$ cat src/design/kt_ram.sv
module kt_ram #(
    parameter int WIDTH = 32,
    parameter int DEPTH = 64
) (
    input  logic                     clk,
    input  logic                     we,
    input  logic [$clog2(DEPTH)-1:0] waddr,
    input  logic [WIDTH-1:0]         wdata,
    input  logic [$clog2(DEPTH)-1:0] raddr_a,
    output logic [WIDTH-1:0]         rdata_a,
    input  logic [$clog2(DEPTH)-1:0] raddr_b,
    output logic [WIDTH-1:0]         rdata_b
);

    logic [WIDTH-1:0] mem [DEPTH];

    always_ff @(posedge clk)
    begin
        if (we)
            mem[waddr] <= wdata;
        rdata_a <= mem[raddr_a];
        rdata_b <= mem[raddr_b];
    end

endmodule

$ cat config.mk
export PLATFORM = sky130hd
export DESIGN_NAME = kt_ram
export DESIGN_NICKNAME = d
export VERILOG_FILES = /design/src/design/kt_ram.sv
export SDC_FILE = /design/constraint.sdc
export NUM_CORES = 2
export LEC_CHECK = 0
export ABC_CLOCK_PERIOD_IN_PS = 4420
export BUFFER_PORTS_ARGS = -buffer_cell sky130_fd_sc_hd__buf_4
export CORE_ASPECT_RATIO = 1.4
export CORE_UTILIZATION = 45
export DETAILED_ROUTE_END_ITERATION = 10
export SETUP_SLACK_MARGIN = 0.3
export SYNTH_ARGS = -nofsm -noshare
export SYNTH_HDL_FRONTEND = slang
export SYNTH_SLANG_ARGS = --single-unit
$ cat constraint.sdc
create_clock -name clk -period 4.42 [get_ports clk]
set_clock_uncertainty 0.15 [all_clocks]
set_input_delay 0.442 -clock clk [delete_from_list [all_inputs] [get_ports clk]]
set_output_delay 0.442 -clock clk [all_outputs]
set_load 0.05 [all_outputs]
# Word-level counts from Yosys, hierarchy flattened
# Memories as Yosys holds them, arrays and structs flattened. A register that Yosys moved wholly into a read port is not among the register bits.
# Cells that the tools add are included.
dict set report classes {
  mux 2
}
# cell n
set op_table {}
lappend op_table {{$mux W1} 2}
dict set report word_totals {
  ff_bits 0
  ramBits 2048
  inputBits 52
  wordCells 3
  memories 1
}
# memory words word_bits rd rd_ports_with_merged_regs write_ports line_no
set mem_list {}
lappend mem_list {mem 64 32 2 2 1 15} ;# logic [WIDTH-1:0] mem [DEPTH];

# Logic depth before layout (Yosys ltp)
dict set report logic_depth {
  ltp_word 2
  depth_mapped 10
}

# Worst setup path after synthesis
# Ideal clock, no wire load.
dict set report synth_path {
  kind {input -> register}
  startpoint {in waddr[3]}
  endpoint {mem mem[48][0] (enable)}
  arrival_time_ns 3.172
  required_time_ns 3.809
  setup_slack_ns 0.637
  stages 4
  cell_sequence {clkbuf_1 nor2b_1 nand4b_1 nor3_1}
}
# item line_no
set synth_rtl {}
lappend synth_rtl {{start: declaration} 7} ;# input logic [$clog2(DEPTH)-1:0] waddr,
lappend synth_rtl {{end: declaration} 15}
# Straight into the memory's write port.

==> metrics.csv <==
metric,value,unit
Final Cycle Share,66.70,%
top post-synthesis cells by area,"edfxtp_1 64%, mux4_2 26%, mux2i_1 2.1%, dfxtp_1 1.3%, a22oi_1 0.67%",
vias per cell,6.846,
CP Capture Type,flip-flop,
Yosys reg bits,2112,
max_slew headroom,12.74,%
via count,52330,
crit path max fanout,31,
endpoints failing setup,0,
Clock Path Buffers,4,
die width,391.7,microns
Mapped Nets,4464,
Total Wirelength,306300,microns
status,completed,
synthesized cell area,95660,sq um
vias in the first global route,53430,
Initial Utilization,45.41,%
hold slack,0.02618,ns
post-layout min period,2.948,ns
DR WL/cell,40.07,microns
nets,4712,
Placer Congestion,0.8173,
wl on met1,118100,microns
"Distinct cells, synth",38,
Required @ worst endpoint,4.91,ns
crit start category,input port,
H-tree Lvls,4,
DR WL met3,26350,microns
total negative setup slack,0,ns
max-capacitance violation count,0,
Layout area overhead,13.27,%
total grt overflow,0,
Num CTS Buffers,204,
max-slew violation count,0,
CTS tree,yes,
Top Metal Used,met5,
Worst Max-Slew Pin Slew,1.295,ns
sequential fraction of the synthesis area,65.63,%
"commonest non-fill, non-tap cell in the layout",edfxtp_1,
Floorplan Core Area,210600,sq um
layout cells sized above 1,39.27,%
power density cells,406.4,nW/um^2
f_max,339.2,MHz
post-synth top area cell,edfxtp_1,
gate count after technology mapping,4412,
syn avg cell area,21.68,sq um
dpl hpwl,180400,microns
GRT Util Overall,28.69,%
clk slew on worst S/H paths,0.06,ns
Max VDD drop,290.9,uV
pin count of the biggest net entering global routing,78,
row cnt,199,
clock sinks,2112,
Pleak,33.92,nW
RSZ-0062 raised after global routing,no,
Final ANT Viol Nets,0,
Yosys top cell area share,64.29,%
Resize count post-CTS,0,
die area,214500,sq um
Hold Crit Class,in -> reg,
most frequent cells in the layout,"2048 x edfxtp_1, 1124 x mux4_2, 296 x buf_4",
Die Y,547.5,microns
clk_lat worst skew,0.86,ns
first-pass GRT wire length,423300,microns
starting DRC count in detailed routing,6678,
Post-route DRC,0,
input/output buffers,115,
WS Path Type,in -> reg,
first-pass iteration count of the detailed router,5,
Critical Path AT,3.43,ns
IO Count,116,
post-layout util,51.44,%
synth warn,0,
initial antenna violation count,19,
metal2 WL,151300,microns
Root Buffer,clkbuf_16,
Final Hold Vio Count,0,
## cells by family after synthesis
logic type / after synthesis / share of synthesized area [%]
flip-flops: 2112 / 65.63
AO/OA/AOI/OAI: 340 / 2.392
buffers and inverters: 348 / 1.826
multiplexers: 1364 / 29.02
AND/OR/NAND/NOR: 248 / 1.133
## final timing paths
| check | cells past startpoint | endpoint | from | slack, ns |
|---|---|---|---|---|
| max | 6 | rdata_b[5]$_DFF_P_ | raddr_b[4] | 1.47 |
| min reg2reg | 4 | rdata_a[18]$_DFF_P_ | mem[38][18]$_DFFE_PP_ | 0.71 |
| min | 1 | mem[11][15]$_DFFE_PP_ | wdata[15] | 0.03 |
| max reg2reg | 4 | rdata_b[5]$_DFF_P_ | mem[8][5]$_DFFE_PP_ | 1.88 |
## worst max-delay path: stages
cell           delay (ns)
dlygate4sd3_1        0.54
buf_6                0.44
buf_4                0.69
mux4_2               0.43
o22ai_1              0.53
a21oi_1              0.28
## through the flow
step           std cells  total power [mW]  area, sq um  setup slack [ns]
2_1_floorplan       4412             25.08        95660            0.6372
3_3_place_gp        7236             26.67       101400            0.8475
3_5_place_dp        7236             26.69       101400            0.8655
4_1_cts             7637             44.24       108300             1.575
5_1_grt             7639             45.08       108300             1.401
6_report            7645             44.04       108400             1.472
## power by group
part	switching [mW]	internal [mW]	total [mW]
Combinational	2.40	1.56	3.97
Clock	7.58	10.2	17.7
Sequential	0.162	22.2	22.3
## sequential cells by signal, summed over array words and instances, names as in the netlist
signal	count
rdata_a	32
mem	2048
rdata_b	32
## cell type report
type,count,area [sq um]
diodes,8,20.02
clock buffers,257,5520
clock inverters,112,1144
fillers,16520,102300
inverters,1,3.754
multi-input cells,1952,31650
flip-flops and latches,2112,62780
well taps,2814,3521
repair buffers,389,3716
## routing by layer
layer	track usage [%]	vias up
met5	0	-
met4	8.879	18
met3	4.875	522
met2	46.96	2702
met1	39.48	29100
li1	-	19990
## synthesized netlist by cell type
| master | instances |
|---|---|
| buf_1 | 25 |
| nand2b_1 | 8 |
| nand2_1 | 93 |
| inv_2 | 1 |
| nand3_1 | 9 |
| nand4_1 | 2 |
| nand3b_1 | 6 |
| a21boi_1 | 1 |
| or3b_2 | 2 |
| a32oi_1 | 9 |
| a21oi_1 | 58 |
| o22ai_1 | 56 |
| nor2_1 | 94 |
| clkbuf_1 | 135 |
| nor3_1 | 3 |
| buf_6 | 11 |
| o41ai_1 | 1 |
| o211a_1 | 1 |
| edfxtp_1 | 2048 |
| o221ai_1 | 16 |
| or2_2 | 3 |
| or3_1 | 2 |
| o211ai_1 | 27 |
| o32a_1 | 9 |
| o21ai_1 | 31 |
| and2_1 | 6 |
| a211oi_1 | 15 |
| buf_4 | 55 |
| mux4_2 | 1124 |
| a22oi_1 | 85 |
| nor2b_1 | 19 |
| o21ai_0 | 18 |
| nand4b_1 | 1 |
| dfxtp_1 | 64 |
| buf_2 | 121 |
| mux2i_1 | 204 |
| mux2_2 | 36 |
| a221oi_1 | 13 |
## what timing repair did
| item | 4_1_cts | 5_1_grt |
|---|---|---|
| endpoints found under the hold margin | 1512 | 0 |
| setup buffers | 0 | 0 |
| endpoints found under the setup margin | 0 | 0 |
| hold buffers | 32 | 0 |
Note: power is estimated with default switching activity, not from simulation.
