<file path="config.mk">
export PLATFORM = sky130hd
export DESIGN_NAME = kt_div
export DESIGN_NICKNAME = d
export VERILOG_FILES = /design/src/design/kt_pkg.sv /design/src/design/kt_div.sv
export SDC_FILE = /design/constraint.sdc
export NUM_CORES = 1
export LEC_CHECK = 0
export BUFFER_PORTS_ARGS = -buffer_cell sky130_fd_sc_hd__buf_4
export CORE_ASPECT_RATIO = 1.4
export CORE_MARGIN = 1.5
export CORE_UTILIZATION = 37
export DETAILED_ROUTE_END_ITERATION = 10
export SLEW_MARGIN = 5
export SYNTH_ARGS = -nofsm -noshare
export SYNTH_HDL_FRONTEND = slang
export SYNTH_SLANG_ARGS = --single-unit
</file>
<file path="constraint.sdc">
create_clock -name clk -period 13.2 [get_ports clk]
set_input_delay 1.32 -clock clk [delete_from_list [all_inputs] [get_ports clk]]
set_output_delay 1.32 -clock clk [all_outputs]
set_load 0.01 [all_outputs]
</file>
<file path="src/design/kt_pkg.sv">
package kt_pkg;

    localparam int WORD_W    = 32;
    localparam int FRAC_BITS = 16;
    localparam int CFG_W     = 31;
    localparam int RAM_DEPTH = 64;
    localparam int RAM_AW    = 6;
    localparam int PC_W      = 8;

    localparam logic [WORD_W-1:0] WORD_MAX = {1'b0, {(WORD_W-1){1'b1}}};
    localparam logic [WORD_W-1:0] WORD_MIN = {1'b1, {(WORD_W-1){1'b0}}};
    localparam logic [WORD_W-1:0] COV_INIT = WORD_W'(100) << FRAC_BITS;

    localparam logic [CFG_W-1:0] DT_RESET = CFG_W'(6554);
    localparam logic [CFG_W-1:0] Q_RESET  = CFG_W'(6554);
    localparam logic [CFG_W-1:0] R_RESET  = CFG_W'(655360);

    // register indexes on the config channel
    localparam logic [1:0] REG_STEP  = 2'd0;
    localparam logic [1:0] REG_QNOIS = 2'd1;
    localparam logic [1:0] REG_RNOIS = 2'd2;

    // entries 0..19 hold the filter state (x then P row-major), the rest are scratch
    localparam logic [RAM_AW-1:0] A_Y0   = 6'd20;
    localparam logic [RAM_AW-1:0] A_Y1   = 6'd21;
    localparam logic [RAM_AW-1:0] A_S00  = 6'd22;
    localparam logic [RAM_AW-1:0] A_S11  = 6'd23;
    localparam logic [RAM_AW-1:0] A_TMP  = 6'd24;
    localparam logic [RAM_AW-1:0] A_INV  = 6'd25;
    localparam logic [RAM_AW-1:0] A_SI   = 6'd26;
    localparam logic [RAM_AW-1:0] A_K    = 6'd32;
    localparam logic [RAM_AW-1:0] A_T    = 6'd40;
    localparam logic [RAM_AW-1:0] A_STATE_END = 6'd20;

    // operand sources beyond the RAM
    localparam logic [6:0] SRC_DT  = 7'd64;
    localparam logic [6:0] SRC_Q   = 7'd65;
    localparam logic [6:0] SRC_R   = 7'd66;
    localparam logic [6:0] SRC_MX  = 7'd67;
    localparam logic [6:0] SRC_MY  = 7'd68;
    localparam logic [6:0] SRC_ACC = 7'd69;

    localparam logic [PC_W-1:0] PC_END = 8'd163;

    typedef enum logic [3:0] {
        OP_NOP, OP_MUL, OP_MADD, OP_ADD, OP_ADDA, OP_SUB, OP_SUBA,
        OP_ASUB, OP_MOV, OP_NEG, OP_DIV, OP_BRZ, OP_END
    } op_t;

    typedef enum logic [2:0] {
        ST_IDLE, ST_FETCH, ST_MULT, ST_COMB, ST_DIV, ST_OUT
    } state_t;

    typedef struct packed {
        op_t               op;
        logic [6:0]        a;
        logic [6:0]        b;
        logic              wr;
        logic [RAM_AW-1:0] dst;
    } instr_t;

    function automatic logic [WORD_W-1:0] sat_add(logic [WORD_W-1:0] a, logic [WORD_W-1:0] b);
        logic [WORD_W:0] s;
        s = {a[WORD_W-1], a} + {b[WORD_W-1], b};
        if (s[WORD_W] != s[WORD_W-1])
            return s[WORD_W] ? WORD_MIN : WORD_MAX;
        return s[WORD_W-1:0];
    endfunction

    function automatic logic [WORD_W-1:0] sat_sub(logic [WORD_W-1:0] a, logic [WORD_W-1:0] b);
        logic [WORD_W:0] s;
        s = {a[WORD_W-1], a} - {b[WORD_W-1], b};
        if (s[WORD_W] != s[WORD_W-1])
            return s[WORD_W] ? WORD_MIN : WORD_MAX;
        return s[WORD_W-1:0];
    endfunction

    function automatic logic [WORD_W-1:0] sat_neg(logic [WORD_W-1:0] a);
        return (a == WORD_MIN) ? WORD_MAX : (~a + WORD_W'(1));
    endfunction

    function automatic logic [WORD_W-1:0] cov_reset(logic [RAM_AW-1:0] addr);
        if (addr == 6'd4 || addr == 6'd9 || addr == 6'd14 || addr == 6'd19)
            return COV_INIT;
        return '0;
    endfunction

    function automatic logic [RAM_AW-1:0] p_at(logic [1:0] i, logic [1:0] j);
        return 6'd4 + {2'b00, i, j};
    endfunction

    function automatic logic [RAM_AW-1:0] k_at(logic [1:0] i, logic j);
        return A_K + {3'b000, i, j};
    endfunction

    function automatic logic [RAM_AW-1:0] si_at(logic k, logic j);
        return A_SI + {4'b0000, k, j};
    endfunction

    function automatic logic [RAM_AW-1:0] t_at(logic i, logic [1:0] j);
        return A_T + {3'b000, i, j};
    endfunction

    function automatic logic [6:0] m(logic [RAM_AW-1:0] addr);
        return {1'b0, addr};
    endfunction

    function automatic instr_t mk(op_t op, logic [6:0] a, logic [6:0] b, logic wr,
                                  logic [RAM_AW-1:0] dst);
        instr_t r;
        r.op  = op;
        r.a   = a;
        r.b   = b;
        r.wr  = wr;
        r.dst = dst;
        return r;
    endfunction

    // microprogram: predict, then innovation, gain and correction
    function automatic instr_t prog(logic [PC_W-1:0] pc);
        instr_t          r;
        logic [PC_W-1:0] n;
        logic [1:0]      i;
        logic [1:0]      j;
        r = mk(OP_NOP, 7'd0, 7'd0, 1'b0, 6'd0);
        n = '0;
        i = '0;
        j = '0;
        if (pc < 8'd4) begin
            unique case (pc[1:0])
                2'd0: r = mk(OP_MUL,  SRC_DT, m(6'd2), 1'b0, 6'd0);
                2'd1: r = mk(OP_ADDA, m(6'd0), 7'd0,   1'b1, 6'd0);
                2'd2: r = mk(OP_MUL,  SRC_DT, m(6'd3), 1'b0, 6'd0);
                2'd3: r = mk(OP_ADDA, m(6'd1), 7'd0,   1'b1, 6'd1);
            endcase
        end else if (pc < 8'd20) begin
            // rows 0,1 += dt * rows 2,3
            n = pc - 8'd4;
            j = n[3:2];
            unique case (n[1:0])
                2'd0: r = mk(OP_MUL,  SRC_DT, m(p_at(2'd2, j)), 1'b0, 6'd0);
                2'd1: r = mk(OP_ADDA, m(p_at(2'd0, j)), 7'd0, 1'b1, p_at(2'd0, j));
                2'd2: r = mk(OP_MUL,  SRC_DT, m(p_at(2'd3, j)), 1'b0, 6'd0);
                2'd3: r = mk(OP_ADDA, m(p_at(2'd1, j)), 7'd0, 1'b1, p_at(2'd1, j));
            endcase
        end else if (pc < 8'd36) begin
            // cols 0,1 += dt * cols 2,3
            n = pc - 8'd20;
            i = n[3:2];
            unique case (n[1:0])
                2'd0: r = mk(OP_MUL,  SRC_DT, m(p_at(i, 2'd2)), 1'b0, 6'd0);
                2'd1: r = mk(OP_ADDA, m(p_at(i, 2'd0)), 7'd0, 1'b1, p_at(i, 2'd0));
                2'd2: r = mk(OP_MUL,  SRC_DT, m(p_at(i, 2'd3)), 1'b0, 6'd0);
                2'd3: r = mk(OP_ADDA, m(p_at(i, 2'd1)), 7'd0, 1'b1, p_at(i, 2'd1));
            endcase
        end else if (pc < 8'd44) begin
            n = pc - 8'd36;
            i = n[2:1];
            if (!n[0])
                r = mk(OP_MOV, m(p_at(i, i)), 7'd0, 1'b0, 6'd0);
            else
                r = mk(OP_ADDA, SRC_Q, 7'd0, 1'b1, p_at(i, i));
        end else if (pc < 8'd59) begin
            unique case (pc)
                8'd44: r = mk(OP_SUB,  SRC_MX, m(6'd0), 1'b1, A_Y0);
                8'd45: r = mk(OP_SUB,  SRC_MY, m(6'd1), 1'b1, A_Y1);
                8'd46: r = mk(OP_ADD,  m(p_at(2'd0, 2'd0)), SRC_R, 1'b1, A_S00);
                8'd47: r = mk(OP_ADD,  m(p_at(2'd1, 2'd1)), SRC_R, 1'b1, A_S11);
                8'd48: r = mk(OP_MUL,  m(p_at(2'd0, 2'd1)), m(p_at(2'd1, 2'd0)), 1'b1, A_TMP);
                8'd49: r = mk(OP_MUL,  m(A_S00), m(A_S11), 1'b0, 6'd0);
                8'd50: r = mk(OP_ASUB, m(A_TMP), 7'd0, 1'b0, 6'd0);
                8'd51: r = mk(OP_BRZ,  7'd0, 7'd0, 1'b0, 6'd0);
                8'd52: r = mk(OP_DIV,  7'd0, 7'd0, 1'b1, A_INV);
                8'd53: r = mk(OP_MUL,  m(A_S11), m(A_INV), 1'b1, si_at(1'b0, 1'b0));
                8'd54: r = mk(OP_NEG,  m(p_at(2'd0, 2'd1)), 7'd0, 1'b0, 6'd0);
                8'd55: r = mk(OP_MUL,  SRC_ACC, m(A_INV), 1'b1, si_at(1'b0, 1'b1));
                8'd56: r = mk(OP_NEG,  m(p_at(2'd1, 2'd0)), 7'd0, 1'b0, 6'd0);
                8'd57: r = mk(OP_MUL,  SRC_ACC, m(A_INV), 1'b1, si_at(1'b1, 1'b0));
                8'd58: r = mk(OP_MUL,  m(A_S00), m(A_INV), 1'b1, si_at(1'b1, 1'b1));
                default: r = mk(OP_NOP, 7'd0, 7'd0, 1'b0, 6'd0);
            endcase
        end else if (pc < 8'd75) begin
            // gain K = P[:,0:1] * Sinv
            n = pc - 8'd59;
            i = n[3:2];
            if (!n[0])
                r = mk(OP_MUL, m(p_at(i, 2'd0)), m(si_at(1'b0, n[1])), 1'b0, 6'd0);
            else
                r = mk(OP_MADD, m(p_at(i, 2'd1)), m(si_at(1'b1, n[1])), 1'b1, k_at(i, n[1]));
        end else if (pc < 8'd91) begin
            n = pc - 8'd75;
            i = n[3:2];
            unique case (n[1:0])
                2'd0: r = mk(OP_MUL,  m(k_at(i, 1'b0)), m(A_Y0), 1'b0, 6'd0);
                2'd1: r = mk(OP_MADD, m(k_at(i, 1'b1)), m(A_Y1), 1'b0, 6'd0);
                2'd2: r = mk(OP_ADDA, m({4'b0000, i}), 7'd0, 1'b1, {4'b0000, i});
                2'd3: r = mk(OP_NOP,  7'd0, 7'd0, 1'b0, 6'd0);
            endcase
        end else if (pc < 8'd155) begin
            // P -= K * P[0:1,:]; rows 0,1 go to scratch first
            n = pc - 8'd91;
            i = n[5:4];
            j = n[3:2];
            unique case (n[1:0])
                2'd0: r = mk(OP_MUL,  m(k_at(i, 1'b0)), m(p_at(2'd0, j)), 1'b0, 6'd0);
                2'd1: r = mk(OP_MADD, m(k_at(i, 1'b1)), m(p_at(2'd1, j)), 1'b0, 6'd0);
                2'd2: r = mk(OP_SUBA, m(p_at(i, j)), 7'd0, 1'b1,
                             i[1] ? p_at(i, j) : t_at(i[0], j));
                2'd3: r = mk(OP_NOP,  7'd0, 7'd0, 1'b0, 6'd0);
            endcase
        end else if (pc < PC_END) begin
            n = pc - 8'd155;
            i = {1'b0, n[2]};
            j = n[1:0];
            r = mk(OP_MOV, m(t_at(n[2], j)), 7'd0, 1'b1, p_at(i, j));
        end else begin
            r = mk(OP_END, 7'd0, 7'd0, 1'b0, 6'd0);
        end
        return r;
    endfunction

endpackage

</file>
<file path="src/design/kt_div.sv">
module kt_div (
    input  logic                clk,
    input  logic                rst_n,
    input  logic                start,
    input  logic [31:0]         den,
    input  logic                neg,
    output logic                done,
    output logic [31:0]         quot
);

    import kt_pkg::*;

    logic        busy_reg;
    logic        done_reg;
    logic [5:0]  cnt_reg;
    logic [31:0] rem_reg;
    logic [32:0] quo_reg;
    logic [31:0] den_reg;
    logic        neg_reg;

    logic [32:0] rem_sh;
    logic        fits;
    logic [32:0] lim;
    logic [32:0] mag;

    // numerator is 2^(2*FRAC_BITS): a single one bit on the first step
    assign rem_sh = {rem_reg, (cnt_reg == 6'd32)};
    assign fits   = rem_sh >= {1'b0, den_reg};

    always_ff @(posedge clk or negedge rst_n)
    begin
        if (!rst_n)
        begin
            busy_reg <= 1'b0;
            done_reg <= 1'b0;
            cnt_reg  <= '0;
        end
        else
        begin
            done_reg <= 1'b0;
            if (start)
            begin
                busy_reg <= 1'b1;
                cnt_reg  <= 6'd32;
            end
            else if (busy_reg)
            begin
                cnt_reg <= cnt_reg - 6'd1;
                if (cnt_reg == 6'd0)
                begin
                    busy_reg <= 1'b0;
                    done_reg <= 1'b1;
                end
            end
        end
    end

    always_ff @(posedge clk)
    begin
        if (start)
        begin
            rem_reg <= '0;
            quo_reg <= '0;
            den_reg <= den;
            neg_reg <= neg;
        end
        else if (busy_reg)
        begin
            rem_reg <= fits ? 32'(rem_sh - {1'b0, den_reg}) : rem_sh[31:0];
            quo_reg <= {quo_reg[31:0], fits};
        end
    end

    assign lim  = neg_reg ? {1'b0, WORD_MIN} : {1'b0, WORD_MAX};
    assign mag  = (quo_reg > lim) ? lim : quo_reg;
    assign quot = neg_reg ? (~mag[31:0] + 32'd1) : mag[31:0];
    assign done = done_reg;

endmodule

</file>
Yosys cells after proc, flatten, opt, wreduce, memory -nomap -nowiden --
Cells that the tools add are included.
Word-level totals: register bits 106, bits of input ports 36, output and inout bits 33, word-level logic and storage cells 28
Operators by class: add/sub/neg operators 3, order comparisons 2, equal/unequal tests 1, muxes and demuxes 12, bitwise operators 1, reduce and logical (&&, ||, !) cells 2
Operators with widths (number):
- $mux 32 | 4
- $ge 33x32->1 | 1
- $gt 33x32->1 | 1
- $add 32x1->32 const B | 1
- $not 32->32 | 1
- $sub 32x32->32 | 1
- $mux 6 | 2
- $eq 6x6->1 const B | 1
- $logic_not 6->1 | 1
- $mux 1 | 6
- $sub 6x1->6 const B | 1
- $reduce_bool 2->1 | 1

Depth between registers and ports, before layout --
Gate-level depths: netlist of the first run.
depth in word-level cells 6, mapped depth 24, depth with buffers taken out 21

Least setup slack after synthesis of the first run --
Ideal clock, no wire load.
kind register to output, from reg neg_reg, to out quot[30], data arrival time 5.829 ns, required time 11.880 ns, slack 6.051 ns, cell stages (with the launch flop) 25, path buffers 3, path through edfxtp_1 clkbuf_1 inv_1 clkbuf_1 ha_1 and4b_1 nand2_1 nor3_1 nand4_1 nand2_1 nor2_1 a21oi_1 nor2_1 a21oi_1 ha_1 clkbuf_1 nand4b_1 or3_1 or2_1 or3_1 or4_4 or4_4 o211ai_2 o21ai_1 a22oi_1
On the way: word-level cells in the longest chain between the ends 6
Ends and longest elaborated chain:
- start, declared | line kt_div.sv:19 | logic neg_reg;
- start signal, assigned | line kt_div.sv:65 | neg_reg <= neg;
- $mux 32 | line kt_div.sv:74 | assign lim = neg_reg ? {1'b0, WORD_MIN} : {1'b0, WORD_MAX};
- $gt 33x32->1 | line kt_div.sv:75 | assign mag = (quo_reg > lim) ? lim : quo_reg;
- $mux 32 | line kt_div.sv:75
- $not 32->32 | line kt_div.sv:76 | assign quot = neg_reg ? (~mag[31:0] + 32'd1) : mag[31:0];
- $add 32x1->32 | line kt_div.sv:76
- $mux 32 * | line kt_div.sv:76
- end, declared | line kt_div.sv:8 | output logic [31:0] quot
Mark *: on every way between the ends. The rest lies on a longest branch, timed or not.

Final worst setup path of the first run --
Same ends and word-level chain as after synthesis.

==> flow_metrics.tcl, run 1 <==
set metrics [dict create \
    setup_viol_count_final 0 \
    mostFrequentLayoutCell "nor2_1" \
    final_cell_area_um2 8267 \
    hold_path_depth 2 \
    cts_setup_buffers 0 \
    ys_warn_count 0 \
    drt_iter0_markers 271 \
    power.leakage_nw 4.031 \
    core_area_um2 19220 \
    die-width_um 121.3 \
    clock-sinks 106 \
    wire_per_inst_um 14.82 \
    power_frac_clock_pct 23.7 \
    io_pins 69 \
    async_flop_share_pct 7.547 \
    timing.final.max_slew_violations 0 \
    hp-class "flop to flop" \
    ys_seq_area_share_pct 34.36 \
    grt_pass1_vias 6043 \
    pwr-share-seq_pct 36.7 \
    fin_total_pwr_mw 1.139 \
    max_stage_delay_ns 0.52 \
    slew_headroom_pct 29.67 \
    worstSetupPathType "flop to primary output" \
    firstDrtPassIters 4 \
    routed_wl_um 16940 \
    diodes 0 \
    period_needed_ns 8.075 \
    cp-end-kind "primary output" \
    initial_core_util_pct 37.75 \
    cpMaxStageDelayCell "buf_4" \
    gp_congestion 0.8268 \
    crit_path_cell_trace "buf_4 -> inv_1 -> ha_1 -> and4b_1 -> nand2_1 -> nor3_1 -> nand4_1 -> nand2_1 -> nor2_1 -> a21oi_1 -> buf_4 -> nor2_1 -> a21oi_1 -> ha_1 -> nand4b_1 -> or3_1 -> or2_1 -> or3_1 -> or4_4 -> or4_4 -> o41ai_1 -> a22oi_1 -> buf_4" \
    synth.net_count 947 \
    outcome "completed" \
    hpwl_um 12120 \
    drive_above_1_share_pct 11.28 \
    die-area_um2 20470 \
    largest_reg_flops 33 \
    finClkSkew_ns 0.01001 \
    gr-usage-all-layers_pct 17.14 \
    reg2regPathDepth 14 \
    critPathBufInv 4 \
    fmax_mhz 123.8 \
    rsz0062_at_grt "no" \
    maxCapViolCount 0 \
    peakVddDrop_mv 0.06806 \
    die_h_um 168.7 \
    synth-seq-cells 106 \
    placementRows 60 \
    portBuffers 68 \
    synthCells 843 \
    post_cts_resized 0 \
    clk_latency_ns 0.35 \
    ys_types 65 \
    area_growth_pct 13.95 \
    r2r_slack_ns 9.11 \
    cts_tree "yes" \
    path_clk_slew_ns 0.07 \
    worstPathRequired_ns 11.88 \
    vias_per_cell 5.419 \
    dr_wl_met3_um 737 \
    internal-power_mw 0.7327 \
    worstPathArrival_ns 6.75 \
    fill_cells 1983 \
    ys.flop_type "dfxtp_1" \
    postLayoutCoreUtil_pct 43.01 \
    clock_path_buffers 2 \
    final_cell_mix "nor2_1 (108), a21oi_1 (83), buf_4 (73)" \
    hold_viol_final 0 \
    nets 994 \
    period_share_pct 61.17 \
    dpl_cell_area_um2 7973 \
    avgSynthCellArea_um2 8.606 \
    grt_pass1_wl_um 28730 \
    antenna_found_initial 0 \
    synth_edf_count 33 \
    path_max_fanout 65 \
    swShare_pct 35.70 \
    cp-start-kind "flop" \
    synth_area_um2 7254 \
    grt_max_degree 70 \
    power.share.combinational_pct 39.6 \
    root_buffer "clkbuf_16" \
    htree_levels 3 \
    cpMostUsedCell "buf_4" \
    met2_length_um 8394 \
    vias 6194 \
    grt.overflow.total 0 \
    cts_buffers 9 \
    tightest_slew_ns 1.051 \
    finalSetupTns_ns 0 \
    switching_power_mw 0.4067 \
    postCtsHoldBufs 0 \
    cellPowerDensity_nw_per_um2 137.8 \
    ant_nets 0 \
    wl_met1_um 7553 \
    dr.max_layer_used "met4" \
    cp.depth 23 \
    crit_family "simple AND/OR/NAND/NOR gates" \
    drc 0 \
]
cell families after synthesis:
kind of cell	Yosys count	share of synthesized area [%]
simple gates	261	17.45
buf+inv	87	4.605
compound gates	242	21.47
fa+ha+maj	68	11.83
mux	41	5.692
flops	106	34.36
xor+xnor	38	4.588
synth_stat cells (9+ instances only):
cell	number	area share, %
nor2_1	108	5.6
a21oi_1	83	5.7
ha_1	67	12
dfxtp_1	65	18
nand2_1	51	2.6
inv_1	50	2.6
o21ai_0	40	2.8
mux2i_1	39	5.4
edfxtp_1	33	14
a211oi_1	30	3.1
clkbuf_1	27	1.4
a21o_1	25	2.6
xor2_1	24	2.9
nor3_1	17	1.2
xnor2_1	14	1.7
or3_1	13	1.1
nand4_1	10	0.86
o311ai_0	10	1.2
buf_1	9	0.47
nand3_1	9	0.62
o31ai_1	9	0.93
stage by stage:
stage / hold WS (ns) / std cells / worst slack (ns)
after floorplan: 0.4504 / 843 / 6.051
after global placement: 0.4884 / 1127 / 5.728
after detailed placement: 0.4913 / 1127 / 5.555
after CTS: 0.5045 / 1143 / 5.126
after global routing: 0.5301 / 1143 / 4.551
final: 0.4998 / 1143 / 5.125
final timing paths:
| check | startpoint | endpoint |
|---|---|---|
| min in group asynchronous | rst_n | done |
| worst max register to register | cnt_reg[0] | rem_reg[27] |
| worst min register to register | rem_reg[1] | rem_reg[1] |
| max in group asynchronous | rst_n | busy_reg |
| worst min-delay path | rem_reg[1] | rem_reg[1] |
| worst max-delay path | neg_reg | quot[30] |
worst min-delay path: stages (launching register included):
cell,delay [ns]
dfxtp_1,0.33
nand2b_1,0.07
a21oi_1,0.06
power by group through the flow:
stage	combinational (mW)	clock, mW	sequential, mW
6_report	0.451	0.270	0.419
5_1_grt	0.512	0.289	0.426
4_1_cts	0.455	0.277	0.419
3_5_place_dp	0.452	0	0.425
3_3_place_gp	0.448	0	0.425
2_1_floorplan	0.353	0	0.412
layer usage:
metal | up-vias | track usage (%)
li1 | 3175 | -
met1 | 2889 | 20.60
met2 | 110 | 30.53
met3 | 20 | 3.673
met4 | 0 | 4.757
met5 | - | 0
area by class of cell:
type	count	area (um2)	share of cell area [%]
clock buffer	10	229.0	2.770
sequential	106	2496	30.20
multi-input combinational	650	4431	53.59
clock inverter	6	65.06	0.7870
tap	248	310.3	3.754
inverter	50	187.7	2.270
timing repair buffer	73	548.0	6.629
(Power assumes the default switching activity.)
==> run 2, diff against run 1 <==
Clock period 13.2 ns to 6.45 ns, I/O delays scaled along.
==> run 2 against run 1 <==
Effect of this change: design area up 2.3%; clock-buffer cell count unchanged; total power up 100%; first-iteration DRC count up 1.8%; sequential power up 110%; combinational power up 110%; setup slack worse by 5.0 ns; die area unchanged; global-route usage up 0.40 points; critical endpoint unchanged.
==> flow_metrics.tcl, run 2 (synthesis results as in run 1) <==
set metrics [dict create \
    rr_startpoint "cnt_reg[3]" \
    gp_congestion 0.8449 \
    cellPowerDensity_nw_per_um2 276.1 \
    worstSetupStartpoint "neg_reg" \
    setup_viol_count_final 0 \
    diodes 0 \
    routed_wl_um 17720 \
    worstPathArrival_ns 5.65 \
    fmax_mhz 158.9 \
    crit_path_cell_trace "buf_12 -> ha_1 -> a21o_1 -> a21o_1 -> a21o_1 -> a221o_1 -> a211o_1 -> a21oi_2 -> nor2_2 -> a21oi_2 -> ha_2 -> nand4b_1 -> or3_4 -> or2_4 -> or3_4 -> or4_4 -> or4_4 -> o211ai_2 -> o21ai_1 -> a22oi_1 -> buf_4" \
    clock-sinks 106 \
    hpwl_um 12490 \
    area_growth_pct 16.61 \
    dpl_cell_area_um2 8041 \
    die_h_um 168.7 \
    core_area_um2 19220 \
    max_stage_delay_ns 0.51 \
    io_pins 69 \
    mostFrequentLayoutCell "nor2_1" \
    grt_pass1_wl_um 29140 \
    period_needed_ns 6.292 \
    vias 6256 \
    drt_iter0_markers 276 \
    period_share_pct 97.55 \
    antenna_found_initial 0 \
    cpMaxStageDelayCell "or4_4" \
    initial_core_util_pct 37.75 \
    final_cell_mix "nor2_1 (107), buf_4 (87), a21oi_1 (80)" \
    path_clk_slew_ns 0.08 \
    largest_reg_flops 33 \
    drc 0 \
    fin_hold_ws_ns 0.09120 \
    vias_per_cell 5.393 \
    cts_buffers 9 \
    drive_above_1_share_pct 13.93 \
    die-width_um 121.3 \
    crit_family "simple AND/OR/NAND/NOR gates" \
    critPathBufInv 2 \
    nets 1011 \
    wire_per_inst_um 15.28 \
    final_cell_area_um2 8459 \
    finClkSkew_ns 0.009827 \
    peakVddDrop_mv 0.1442 \
    placementRows 60 \
    outcome "completed" \
    fill_cells 1905 \
    hp-class "primary input to async pin" \
    maxCapViolCount 0 \
    grt_pass1_vias 6023 \
    ant_nets 0 \
    cts_tree "yes" \
    slew_headroom_pct 52.66 \
    portBuffers 68 \
    htree_levels 3 \
    path_max_fanout 9 \
    root_buffer "clkbuf_16" \
    postCtsHoldBufs 0 \
    cpMostUsedCell "a21o_1" \
    tightest_slew_ns 0.7074 \
    clk_latency_ns 0.36 \
    worstSetupPathType "flop to primary output" \
    cp-end-kind "primary output" \
    die-area_um2 20470 \
    grt_max_degree 65 \
    postLayoutCoreUtil_pct 44.02 \
    timing.final.max_slew_violations 0 \
    clock_path_buffers 2 \
    fin_total_pwr_mw 2.336 \
    worstPathRequired_ns 5.80 \
    gr-usage-all-layers_pct 17.53 \
    cp-start-kind "flop" \
    grt.overflow.total 0 \
    power.leakage_nw 4.128 \
    firstDrtPassIters 5 \
    hold_viol_final 0 \
]
-- run 2: changes by cell type in the layout (fill, tap and decap cells not counted), sizes merged --
cell / delta
buf: +15
bufinv: -1
clkbuf: +2
clkinv: +2
clkinvlp: -2
inv: +1
-- run 2: routing by layer --
layer / global-route usage (%) / up-vias / wire length (um)
met5: 0 / - / 0
met3: 3.369 / 20 / 700
met4: 5.371 / 0 / 275
li1: - / 3202 / -
met2: 30.73 / 105 / 8943
met1: 21.55 / 2929 / 7802
-- run 2: cell type report --
cell class	count	area, um2	share of cell area, %
multi-input combinational	650	4464	52.77
sequential	106	2496	29.51
timing repair buffer	90	723.2	8.549
tap	248	310.3	3.668
clock buffer	10	229.0	2.707
inverter	50	187.7	2.219
clock inverter	6	48.80	0.5768
-- run 2: repair_timing --
item | in CTS | in global routing
buffers inserted | 0 | 8
setup endpoints to repair | 0 | 1
gates resized for setup | 0 | 9
-- run 2: worst register-to-register path: cells and delay by family, from the launching register on --
family                   cells  cell delay [ns]
AND/OR/NAND/NOR              4             0.68
flip-flops                   1             0.41
adder cells (fa/ha/maj)      2             0.66
XOR/XNOR                     1             0.15
AO/OA/AOI/OAI                7             2.01
-- run 2: where the power goes --
part           switching, mW  internal [mW]
Combinational          0.498          0.440
Clock                  0.262          0.267
Sequential            0.0921          0.777
Total                  0.852           1.48
-- run 2: worst paths after layout --
path                                to  depth (start not counted)  slack [ns]
min in group clk           den_reg[10]                          1        0.46
setup / recovery              quot[30]                         21        0.16
hold / removal              cnt_reg[4]                          1        0.09
max in group asynchronous     busy_reg                          1        6.21
hold reg to reg             rem_reg[5]                          2        0.50
setup reg to reg           rem_reg[30]                         14        2.46
-- run 2: per-stage QoR --
| stage | setup WS [ns] | std cells | setup TNS (ns) |
|---|---|---|---|
| global route | -0.08385 | 1160 | -0.08385 |
| CTS | 0.03027 | 1150 | 0 |
| detailed placement | 0.4490 | 1134 | 0 |
| global placement | 0.5700 | 1134 | 0 |
| floorplan | 0.03697 | 843 | 0 |
| finish | 0.1580 | 1160 | 0 |
